[config.mk]
export PLATFORM = sky130hd
export DESIGN_NAME = index_sort_by_value_core_flat
export DESIGN_NICKNAME = d
export VERILOG_FILES = /design/src/design/isv_pkg.sv /design/src/design/isv_in_if.sv /design/src/design/isv_out_if.sv /design/src/design/isv_order_buf.sv /design/src/design/index_sort_by_value_core.sv /design/src/flat_wrapper.sv
export SDC_FILE = /design/constraint.sdc
export NUM_CORES = 2
export LEC_CHECK = 0
export ABC_AREA = 1
export BUFFER_PORTS_ARGS = -buffer_cell sky130_fd_sc_hd__buf_2
export CORE_MARGIN = 2
export CORE_UTILIZATION = 35
export CTS_BUF_LIST = sky130_fd_sc_hd__clkbuf_8
export DETAILED_ROUTE_END_ITERATION = 6
export PLACE_DENSITY_LB_ADDON = 0.08
export RECOVER_POWER = 100
export SKIP_CTS_REPAIR_TIMING = 1
export SLEW_MARGIN = 20
export SYNTH_ARGS = -nofsm -noshare
export SYNTH_HDL_FRONTEND = slang
export SYNTH_SLANG_ARGS = --single-unit
[constraint.sdc]
create_clock -name clk -period 4.58 [get_ports clk]
set_input_delay 0.458 -clock clk [delete_from_list [all_inputs] [get_ports clk]]
set_output_delay 0.458 -clock clk [all_outputs]
set_load 0.005 [all_outputs]
[src/design/isv_pkg.sv]
// shared types, constants and key functions for the index sort core
// no dependencies; imported by every design file
package isv_pkg;

	localparam int MAX_ITEMS  = 64;
	localparam int VALUE_BITS = 32;
	localparam int IN_W       = 32;
	localparam int POS_W      = 6;
	localparam int APB_DW     = 32;
	localparam int PADDR_W    = 3;
	localparam int IDX_W      = $clog2(MAX_ITEMS);
	localparam int CNT_W      = $clog2(MAX_ITEMS + 1);

	typedef logic [VALUE_BITS-1:0] value_t;
	typedef logic [IDX_W-1:0]      idx_t;
	typedef logic [CNT_W-1:0]      cnt_t;

	localparam value_t SIGN_VAL = value_t'(1) << (VALUE_BITS - 1);
	localparam value_t MAX_POS  = SIGN_VAL - value_t'(1);

	// register indexes
	localparam logic REG_DESCENDING = 1'b0;
	localparam logic REG_MAGNITUDE  = 1'b1;

	typedef enum logic [2:0] {
		ST_LOAD,
		ST_KEY,
		ST_SCAN,
		ST_WAIT,
		ST_EMIT
	} state_t;

	// rank result written into the order buffer
	typedef struct packed {
		logic we;
		idx_t addr;
		idx_t data;
	} rank_wr_t;

	// read request from the sequencer to the order buffer
	typedef struct packed {
		logic issue;
		idx_t addr;
		logic last;
		logic ovf;
	} emit_req_t;

	// unsigned key whose unsigned order is the selected compare order
	function automatic value_t sort_key(value_t v, logic mag);
		value_t k;
		if (!mag) begin
			k = v ^ SIGN_VAL;
		end else if (v == SIGN_VAL) begin
			k = MAX_POS;
		end else if (v[VALUE_BITS-1]) begin
			k = value_t'(~v + value_t'(1));
		end else begin
			k = v;
		end
		return k;
	endfunction

	// element j ranks ahead of element i
	function automatic logic goes_before(value_t kj, value_t ki, logic desc, logic j_lower);
		logic strict;
		strict = desc ? (kj > ki) : (kj < ki);
		return strict || ((kj == ki) && j_lower);
	endfunction

endpackage

[src/design/isv_in_if.sv]
// input channel: one list element per item
// depends on isv_pkg
interface isv_in_if
	import isv_pkg::*;
();
	logic                   valid;
	logic                   ready;
	logic signed [IN_W-1:0] value;
	logic                   final_item;

	modport source (output valid, output value, output final_item, input ready);
	modport sink   (input valid, input value, input final_item, output ready);
endinterface

[src/design/isv_out_if.sv]
// result channel: one sorted position per item
// depends on isv_pkg
interface isv_out_if
	import isv_pkg::*;
();
	logic             valid;
	logic             ready;
	logic [POS_W-1:0] position;
	logic             run_end;
	logic             overflowed;

	modport source (output valid, output position, output run_end, output overflowed,
		input ready);
	modport sink   (input valid, input position, input run_end, input overflowed,
		output ready);
endinterface

[src/design/isv_order_buf.sv]
// order buffer: memory of positions by rank, read pipeline and output register
// depends on isv_pkg, isv_out_if
module isv_order_buf
	import isv_pkg::*;
(
	input  logic          clk,
	input  logic          arst_n,
	input  rank_wr_t      wr,
	input  emit_req_t     req,
	output logic          can_issue,
	isv_out_if.source     result_out
);

	idx_t pos_mem [MAX_ITEMS];

	idx_t pos_s1;
	logic last_s1;
	logic ovf_s1;
	logic vld_s1;

	idx_t pos_q;
	logic last_q;
	logic ovf_q;
	logic out_vld_q;

	logic move;

	assign move      = vld_s1 && (!out_vld_q || result_out.ready);
	assign can_issue = !vld_s1 || move;

	always_ff @(posedge clk) begin
		if (wr.we) begin
			pos_mem[wr.addr] <= wr.data;
		end
		if (req.issue) begin
			pos_s1  <= pos_mem[req.addr];
			last_s1 <= req.last;
			ovf_s1  <= req.ovf;
		end
		if (move) begin
			pos_q  <= pos_s1;
			last_q <= last_s1;
			ovf_q  <= ovf_s1;
		end
	end

	always_ff @(posedge clk or negedge arst_n) begin
		if (!arst_n) begin
			vld_s1    <= 1'b0;
			out_vld_q <= 1'b0;
		end else begin
			if (req.issue) begin
				vld_s1 <= 1'b1;
			end else if (move) begin
				vld_s1 <= 1'b0;
			end
			if (move) begin
				out_vld_q <= 1'b1;
			end else if (result_out.ready) begin
				out_vld_q <= 1'b0;
			end
		end
	end

	assign result_out.valid      = out_vld_q;
	assign result_out.position   = POS_W'(pos_q);
	assign result_out.run_end    = last_q;
	assign result_out.overflowed = ovf_q;

endmodule

[src/design/index_sort_by_value_core.sv]
// index sort core: collects a list of signed Q16.16 values, emits their positions in order
// depends on isv_pkg, isv_in_if, isv_out_if, isv_order_buf
//
// Loading takes one item per cycle; elements are written into a value memory with one read
// port. On the item marked final_item the input stops (ready low) and each element is ranked:
// its key is read, then all n stored values are read back in turn and the ones that sort ahead
// of it are counted (ties keep the lower position first). Ranking is paced by that single read
// port, and the rank is written into a position memory. Emission then reads that memory back,
// one position per cycle while results are taken. The input reopens once the last read of the
// run is issued; results still in the output stage drain alongside the next load. Elements
// beyond 64 are dropped and every result of that list shows overflowed. Config (descending,
// compare_magnitude) sits at byte addresses 0 and 4 and is to be written only while idle;
// the block itself does not enforce this. No memory clearing pass is needed after reset.
module index_sort_by_value_core
	import isv_pkg::*;
(
	input  logic               clk,
	input  logic               arst_n,
	input  logic               psel,
	input  logic               penable,
	input  logic               pwrite,
	input  logic [PADDR_W-1:0] paddr,
	input  logic [APB_DW-1:0]  pwdata,
	output logic [APB_DW-1:0]  prdata,
	output logic               pready,
	isv_in_if.sink             item_in,
	isv_out_if.source          result_out
);

	// config registers
	logic desc_q;
	logic mag_q;
	logic cfg_wr;

	// sequencer
	state_t state_q, state_d;
	cnt_t   cnt_q, cnt_d;          // elements stored for this list
	logic   dropped_q, dropped_d;  // an element fell beyond capacity
	idx_t   i_q, i_d;              // element being ranked
	idx_t   j_q, j_d;              // element being compared against
	idx_t   e_q, e_d;              // rank being emitted
	idx_t   last_idx;
	logic   in_acc;

	// value memory and its read stage
	value_t val_mem [MAX_ITEMS];
	logic   rd_en;
	idx_t   rd_addr;
	logic   rd_key;                // read fetches the key of element i
	logic   rd_last;               // read is the last compare for element i
	value_t rdata_s1;
	logic   vld_s1;
	logic   key_s1;
	logic   last_s1;
	idx_t   jj_s1;

	// compare stage
	value_t key_rd;
	value_t keyi_q;
	idx_t   hit_q;
	logic   hit;

	rank_wr_t  rank_wr;
	emit_req_t emit_req;
	logic      can_issue;

	// apb port, always ready
	assign pready = 1'b1;
	assign cfg_wr = psel && penable && pwrite && pready;

	always_comb begin
		prdata = '0;
		case (paddr[2])
			REG_DESCENDING: prdata[0] = desc_q;
			REG_MAGNITUDE:  prdata[0] = mag_q;
			default:        prdata    = '0;
		endcase
	end

	assign in_acc        = item_in.valid && item_in.ready;
	assign item_in.ready = (state_q == ST_LOAD);
	assign last_idx      = IDX_W'(cnt_q - cnt_t'(1));

	// next state and memory read sequencing
	always_comb begin
		state_d   = state_q;
		cnt_d     = cnt_q;
		dropped_d = dropped_q;
		i_d       = i_q;
		j_d       = j_q;
		e_d       = e_q;
		rd_en     = 1'b0;
		rd_addr   = j_q;
		rd_key    = 1'b0;
		rd_last   = 1'b0;
		emit_req  = '{issue: 1'b0, addr: e_q, last: 1'b0, ovf: dropped_q};
		case (state_q)
			ST_LOAD: begin
				if (in_acc) begin
					if (cnt_q < cnt_t'(MAX_ITEMS)) begin
						cnt_d = cnt_q + cnt_t'(1);
					end else begin
						dropped_d = 1'b1;
					end
					if (item_in.final_item) begin
						i_d     = '0;
						state_d = ST_KEY;
					end
				end
			end
			ST_KEY: begin
				// fetch the key of element i
				rd_en   = 1'b1;
				rd_addr = i_q;
				rd_key  = 1'b1;
				j_d     = '0;
				state_d = ST_SCAN;
			end
			ST_SCAN: begin
				// stream every stored value past the key
				rd_en   = 1'b1;
				rd_addr = j_q;
				rd_last = (j_q == last_idx);
				j_d     = j_q + idx_t'(1);
				if (j_q == last_idx) begin
					state_d = ST_WAIT;
				end
			end
			ST_WAIT: begin
				// last compare settles and the rank is written this cycle
				if (i_q == last_idx) begin
					e_d     = '0;
					state_d = ST_EMIT;
				end else begin
					i_d     = i_q + idx_t'(1);
					state_d = ST_KEY;
				end
			end
			ST_EMIT: begin
				if (can_issue) begin
					emit_req.issue = 1'b1;
					emit_req.last  = (e_q == last_idx);
					e_d            = e_q + idx_t'(1);
					if (e_q == last_idx) begin
						// list is handed over, ready for the next one
						cnt_d     = '0;
						dropped_d = 1'b0;
						state_d   = ST_LOAD;
					end
				end
			end
			default: begin
				state_d = ST_LOAD;
			end
		endcase
	end

	always_ff @(posedge clk or negedge arst_n) begin
		if (!arst_n) begin
			state_q   <= ST_LOAD;
			cnt_q     <= '0;
			dropped_q <= 1'b0;
			i_q       <= '0;
			j_q       <= '0;
			e_q       <= '0;
			desc_q    <= 1'b0;
			mag_q     <= 1'b0;
			vld_s1    <= 1'b0;
		end else begin
			state_q   <= state_d;
			cnt_q     <= cnt_d;
			dropped_q <= dropped_d;
			i_q       <= i_d;
			j_q       <= j_d;
			e_q       <= e_d;
			vld_s1    <= rd_en;
			if (cfg_wr) begin
				case (paddr[2])
					REG_DESCENDING: desc_q <= pwdata[0];
					REG_MAGNITUDE:  mag_q  <= pwdata[0];
					default:        desc_q <= desc_q;
				endcase
			end
		end
	end

	// value memory: one write port for loading, one registered read port
	always_ff @(posedge clk) begin
		if (in_acc && (cnt_q < cnt_t'(MAX_ITEMS))) begin
			val_mem[cnt_q[IDX_W-1:0]] <= value_t'(item_in.value);
		end
		if (rd_en) begin
			rdata_s1 <= val_mem[rd_addr];
			key_s1   <= rd_key;
			last_s1  <= rd_last;
			jj_s1    <= rd_addr;
		end
	end

	// compare against the held key and count the elements that sort ahead
	assign key_rd = sort_key(rdata_s1, mag_q);
	assign hit    = vld_s1 && !key_s1 && goes_before(key_rd, keyi_q, desc_q, jj_s1 < i_q);

	always_ff @(posedge clk) begin
		if (vld_s1 && key_s1) begin
			keyi_q <= key_rd;
			hit_q  <= '0;
		end else if (hit) begin
			hit_q <= hit_q + idx_t'(1);
		end
	end

	// after the last compare the count is the rank of element i
	assign rank_wr = '{
		we:   vld_s1 && !key_s1 && last_s1,
		addr: hit_q + idx_t'(hit),
		data: i_q
	};

	isv_order_buf u_order_buf (
		.clk        (clk),
		.arst_n     (arst_n),
		.wr         (rank_wr),
		.req        (emit_req),
		.can_issue  (can_issue),
		.result_out (result_out)
	);

endmodule

[src/flat_wrapper.sv]
// flat-port wrapper written by rule: the top's interface ports become plain ports
module index_sort_by_value_core_flat import isv_pkg::*;
  (clk, arst_n, psel, penable, pwrite, paddr, pwdata, prdata, pready, item_in_valid, item_in_value, item_in_final_item, item_in_ready, result_out_valid, result_out_position, result_out_run_end, result_out_overflowed, result_out_ready);
  isv_in_if item_in_i ();
  isv_out_if result_out_i ();
  input  logic clk;
  input  logic arst_n;
  input  logic psel;
  input  logic penable;
  input  logic pwrite;
  input  logic [PADDR_W-1:0] paddr;
  input  logic [APB_DW-1:0] pwdata;
  output logic [APB_DW-1:0] prdata;
  output logic pready;
  input wire logic [$bits(item_in_i.valid)-1:0] item_in_valid;
  input wire logic [$bits(item_in_i.value)-1:0] item_in_value;
  input wire logic [$bits(item_in_i.final_item)-1:0] item_in_final_item;
  output wire logic [$bits(item_in_i.ready)-1:0] item_in_ready;
  output wire logic [$bits(result_out_i.valid)-1:0] result_out_valid;
  output wire logic [$bits(result_out_i.position)-1:0] result_out_position;
  output wire logic [$bits(result_out_i.run_end)-1:0] result_out_run_end;
  output wire logic [$bits(result_out_i.overflowed)-1:0] result_out_overflowed;
  input wire logic [$bits(result_out_i.ready)-1:0] result_out_ready;
  assign item_in_i.valid = item_in_valid;
  assign item_in_i.value = item_in_value;
  assign item_in_i.final_item = item_in_final_item;
  assign item_in_ready = item_in_i.ready;
  assign result_out_valid = result_out_i.valid;
  assign result_out_position = result_out_i.position;
  assign result_out_run_end = result_out_i.run_end;
  assign result_out_overflowed = result_out_i.overflowed;
  assign result_out_i.ready = result_out_ready;
  index_sort_by_value_core u_core (.clk(clk), .arst_n(arst_n), .psel(psel), .penable(penable), .pwrite(pwrite), .paddr(paddr), .pwdata(pwdata), .prdata(prdata), .pready(pready), .item_in(item_in_i), .result_out(result_out_i));
endmodule
==> report_table.html <==
<table>
<tr><th>Metric</th><th>Value</th></tr>
<tr><th colspan="2">Cells and area</th></tr>
<tr><td>Layout filler cell count</td><td>28336</td></tr>
<tr><td>Post-route standard cell area excluding fillers</td><td>122700 um2</td></tr>
<tr><td>Sequential cell area</td><td>76650 um2</td></tr>
<tr><td>Area occupied by multi-input gates</td><td>24830 um2</td></tr>
<tr><td>Nets</td><td>9088</td></tr>
<tr><td>Share of post-route cells with drive strength above 1</td><td>0.1348</td></tr>
<tr><td>Layout overhead on the synthesized area</td><td>16.78%</td></tr>
<tr><th colspan="2">Yosys</th></tr>
<tr><td>Syn avg cell area</td><td>12.41 um2</td></tr>
<tr><td>Proportion of synthesized chip area in sequential cells</td><td>0.7298</td></tr>
<tr><td>Post-Synthesis Cell Area</td><td>105000 um2</td></tr>
<tr><td>Total of flip-flops plus latches after synthesis</td><td>2560</td></tr>
<tr><td>Synth async-reset ratio</td><td>0.01328</td></tr>
<tr><td>Primary FF master, synth</td><td>edfxtp_1</td></tr>
<tr><td>Yosys warning total</td><td>0</td></tr>
<tr><td>Library cells used by synthesis</td><td>45</td></tr>
<tr><td>Mapped Cells</td><td>8464</td></tr>
<tr><td>Number of synthesized flops with an enable pin</td><td>2520</td></tr>
<tr><th colspan="2">Floorplan</th></tr>
<tr><td>Number of I/O pins</td><td>118</td></tr>
<tr><td>Area of the die</td><td>304500 um2</td></tr>
<tr><td>Die height</td><td>551.8 um</td></tr>
<tr><td>CORE AREA</td><td>299300 um2</td></tr>
<tr><td>Effective utilization at floorplan</td><td>0.3509</td></tr>
<tr><td>Floorplan row count</td><td>201</td></tr>
<tr><td>DIE WIDTH</td><td>551.8 um</td></tr>
<tr><th colspan="2">STA</th></tr>
<tr><td>Final hold slack</td><td>0.2065 ns</td></tr>
<tr><td>Worst slew pin tran</td><td>3.725 ns</td></tr>
<tr><td>Setup_tns</td><td>-136.90 ns</td></tr>
<tr><td>Final setup vio count</td><td>400</td></tr>
<tr><td>Final Skew</td><td>0.09108 ns</td></tr>
<tr><td>Headroom to the max-slew limit</td><td>-1.483</td></tr>
<tr><td>Maximum frequency from static timing analysis</td><td>0.2007 GHz</td></tr>
<tr><td>Setup repair after global routing missed its margin</td><td>true</td></tr>
<tr><td>Post-layout minimum cycle time</td><td>4.983 ns</td></tr>
<tr><td>Least setup slack across all paths after layout</td><td>-0.4033 ns</td></tr>
<tr><td>Max Slew Vio Count</td><td>2256</td></tr>
<tr><td>Share of the cycle needed by the critical path after routing</td><td>1.088</td></tr>
<tr><td>Hold violation total from the final report</td><td>0</td></tr>
<tr><th colspan="2">Setup path</th></tr>
<tr><td>Required arrival time at the worst endpoint</td><td>5.32 ns</td></tr>
<tr><td>Slowest cell delay on critical path</td><td>0.39 ns</td></tr>
<tr><td>CP max FO</td><td>8</td></tr>
<tr><td>Start-to-end type of the worst setup path</td><td>register to register</td></tr>
<tr><td>WP data arrival</td><td>5.72 ns</td></tr>
<tr><td>Top cell by count, worst path</td><td>nand2_2</td></tr>
<tr><td>Critical-path top delay cell</td><td>edfxtp_1</td></tr>
<tr><td>Crit. End Element</td><td>register</td></tr>
<tr><td>Element type at the critical path start</td><td>register</td></tr>
<tr><th colspan="2">Status</th></tr>
<tr><td>Status</td><td>finished, violations left</td></tr>
<tr><td>Violations in the final reports</td><td>capacitance limit, slew limit, setup timing</td></tr>
<tr><th colspan="2">GRT</th></tr>
<tr><td>Global route total overflow</td><td>0</td></tr>
<tr><td>Global-route wire length before repair</td><td>496400 um</td></tr>
<tr><td>Initial antenna violation count</td><td>28</td></tr>
<tr><td>Vias in the first global route</td><td>67976</td></tr>
<tr><td>Maximum number of pins on one net before global-route repair</td><td>101</td></tr>
<tr><td>GRT Resource Usage Total</td><td>0.2252</td></tr>
<tr><th colspan="2">Placed design</th></tr>
<tr><td>HPWL after detailed placement</td><td>197200 um</td></tr>
<tr><td>Global placement routability congestion</td><td>0.8210</td></tr>
<tr><td>Number of buffers inserted by port buffering</td><td>52</td></tr>
<tr><td>Area of placed instances</td><td>113800 um2</td></tr>
<tr><td>Placement Setup Slack</td><td>-0.9272 ns</td></tr>
<tr><th colspan="2">Detailed routing</th></tr>
<tr><td>Number of detailed-routing iterations run before antenna repair</td><td>6</td></tr>
<tr><td>DRC violation total after the first TritonRoute iteration</td><td>6398</td></tr>
<tr><td>Total via count in the routed design</td><td>69422</td></tr>
<tr><td>Vias per std cell</td><td>5.226</td></tr>
<tr><td>Number of nets still failing antenna checks after routing</td><td>0</td></tr>
<tr><td>WL/cell</td><td>26.22 um</td></tr>
<tr><td>Number of design rule violations left after detail routing</td><td>0</td></tr>
<tr><td>Sum of routed wire length over all layers</td><td>348300 um</td></tr>
<tr><th colspan="2">Clock network</th></tr>
<tr><td>Root buf cell</td><td>clkbuf_8</td></tr>
<tr><td>Clock insertion delay at the later pin of the skew report</td><td>1.11 ns</td></tr>
<tr><td>Clock Sinks</td><td>2560</td></tr>
<tr><td>Number of buffers created by CTS</td><td>447</td></tr>
<tr><td>Clock transition time at the flip-flop clock pins of the worst setup and hold paths</td><td>0.06 ns</td></tr>
<tr><td>CTS tree</td><td>yes</td></tr>
<tr><td>Max clock buf depth</td><td>4</td></tr>
<tr><td>CTS H-tree depth</td><td>5</td></tr>
<tr><th colspan="2">Job</th></tr>
<tr><td>Max-cap check violation count</td><td>56</td></tr>
<tr><th colspan="2">Power</th></tr>
<tr><td>Power density normalized to cell area</td><td>594.6 nW/um2</td></tr>
<tr><td>Maximum vdd ir drop</td><td>0.3899 mV</td></tr>
<tr><td>P_leak</td><td>42.38 nW</td></tr>
<tr><th colspan="2">Worst hold path</th></tr>
<tr><td>Hold WC Path Type</td><td>input port to register</td></tr>
</table>
==> path summary, 6_finish.rpt <==
check                      slack, ns                         start                                   endpoint  depth (start not counted)
min                             0.21              result_out_ready        u_core.u_order_buf.result_out.valid                          5
max reg2reg                    -0.40            u_core.rdata_s1[1]          u_core.u_order_buf.pos_mem[55][5]                         31
max                            -0.40            u_core.rdata_s1[1]          u_core.u_order_buf.pos_mem[55][5]                         31
max in group asynchronous       2.23                        arst_n                              u_core.e_q[0]                          2
min reg2reg                     0.42  u_core.u_order_buf.pos_s1[3]  u_core.u_order_buf.result_out.position[3]                          0
min in group asynchronous       0.66                        arst_n                              u_core.i_q[5]                          2
==> where the power goes <==
| group | total [mW] | internal [mW] | leakage [nW] | switching, mW |
|---|---|---|---|---|
| logic | 26.2 | 8.16 | 14.4 | 18.1 |
| clock network | 19.5 | 9.85 | 4.66 | 9.64 |
| registers | 27.2 | 26.9 | 23.3 | 0.314 |
==> through the flow <==
stage | power [mW] | utilization | std cells
finish | 72.93 | 0.4098 | 13284
floorplan | 42.64 | - | 8494
global route | 77.08 | 0.4098 | 13279
CTS | 73.48 | 0.4073 | 13245
global placement | 53.86 | 0.3802 | 12444
detailed placement | 53.85 | 0.3803 | 12444
==> registers in the layout (all words and copies together), names as in the netlist, 3 cells and up <==
signal and flops:
u_core.cnt_q 7, u_core.e_q 6, u_core.hit_q 6, u_core.i_q 6, u_core.j_q 6, u_core.jj_s1 6, u_core.keyi_q 32, u_core.rdata_s1 32
u_core.state_q 3, u_core.u_order_buf.pos_mem 384, u_core.u_order_buf.pos_s1 6, u_core.u_order_buf.result_out.position 6, u_core.val_mem 2048
==> kinds of logic (layout without fill, tap and decap cells) <==
| family | Yosys count | after routing | synth area share |
|---|---|---|---|
| other | 2 | 39 | 0.00007151 |
| xor gates and xnor gates | 29 | 29 | 0.002418 |
| DFF | 2560 | 2560 | 0.7298 |
| muxes | 1 | 1 | 0.0001072 |
| adders and majority gates | 46 | 46 | 0.005480 |
| and+or+nand+nor | 2928 | 2928 | 0.1169 |
| AOI/OAI and AO/OA | 1682 | 1682 | 0.09840 |
| buffers and inverters | 1216 | 2041 | 0.04683 |
==> layout by cell type, fill, tap and decap left out, types with 125 or more instances in the layout <==
master    netlist  final
nor2_4          0    125
inv_1         642    776
o211ai_1      659    659
o21ai_0       776    774
buf_4          33    334
edfxtp_1     2520   2520
nand2_1       747    726
clkbuf_8        0    456
nand3_1       860    851
nor2_1       1238   1102
==> Yosys cell counts (all sizes together), types with 6 or more instances <==
library cell | n | share of area
edfxtp | 2520 | 0.72
nor2 | 1242 | 0.044
o21ai | 866 | 0.041
nand3 | 861 | 0.041
nand2 | 747 | 0.027
o211ai | 659 | 0.047
inv | 649 | 0.023
clkbuf | 304 | 0.011
buf | 261 | 0.013
o22ai | 64 | 0.0038
ha | 46 | 0.0055
a21oi | 42 | 0.0020
o221ai | 36 | 0.0030
dfrtp | 34 | 0.0081
nand4 | 32 | 0.0019
xor2 | 27 | 0.0023
or2 | 17 | 0.0010
nor3 | 13 | 0.00067
nor4 | 8 | 0.00048
dfxtp | 6 | 0.0011
nand3b | 6 | 0.00043
==> per-layer routing <==
layer	vias up	wire length, um	GRT usage
li1	31742	-	-
met1	35003	157900	0.3185
met2	2119	160900	0.3599
met3	556	20030	0.03214
met4	2	9501	0.06616
met5	-	13	0
==> final cells by class <==
class                      count  area share
sequential                  2560      0.6250
clock inverter               345     0.01481
clock buffer                 456     0.05117
inverter                     651     0.02014
timing repair buffer         589     0.04595
multi-input combinational   4718      0.2025
antenna                        7   0.0001428
tap                         3958     0.04038
==> critical path: cells and delay by family (launching register included) <==
family | cells | cell delay [ns]
and+or+nand+nor | 20 | 2.61
DFF | 1 | 0.39
adders and majority gates | 4 | 0.77
buffers and inverters | 5 | 0.63
AOI/OAI and AO/OA | 1 | 0.06
xor gates and xnor gates | 1 | 0.22
Note: power is estimated with default switching activity, not from simulation.
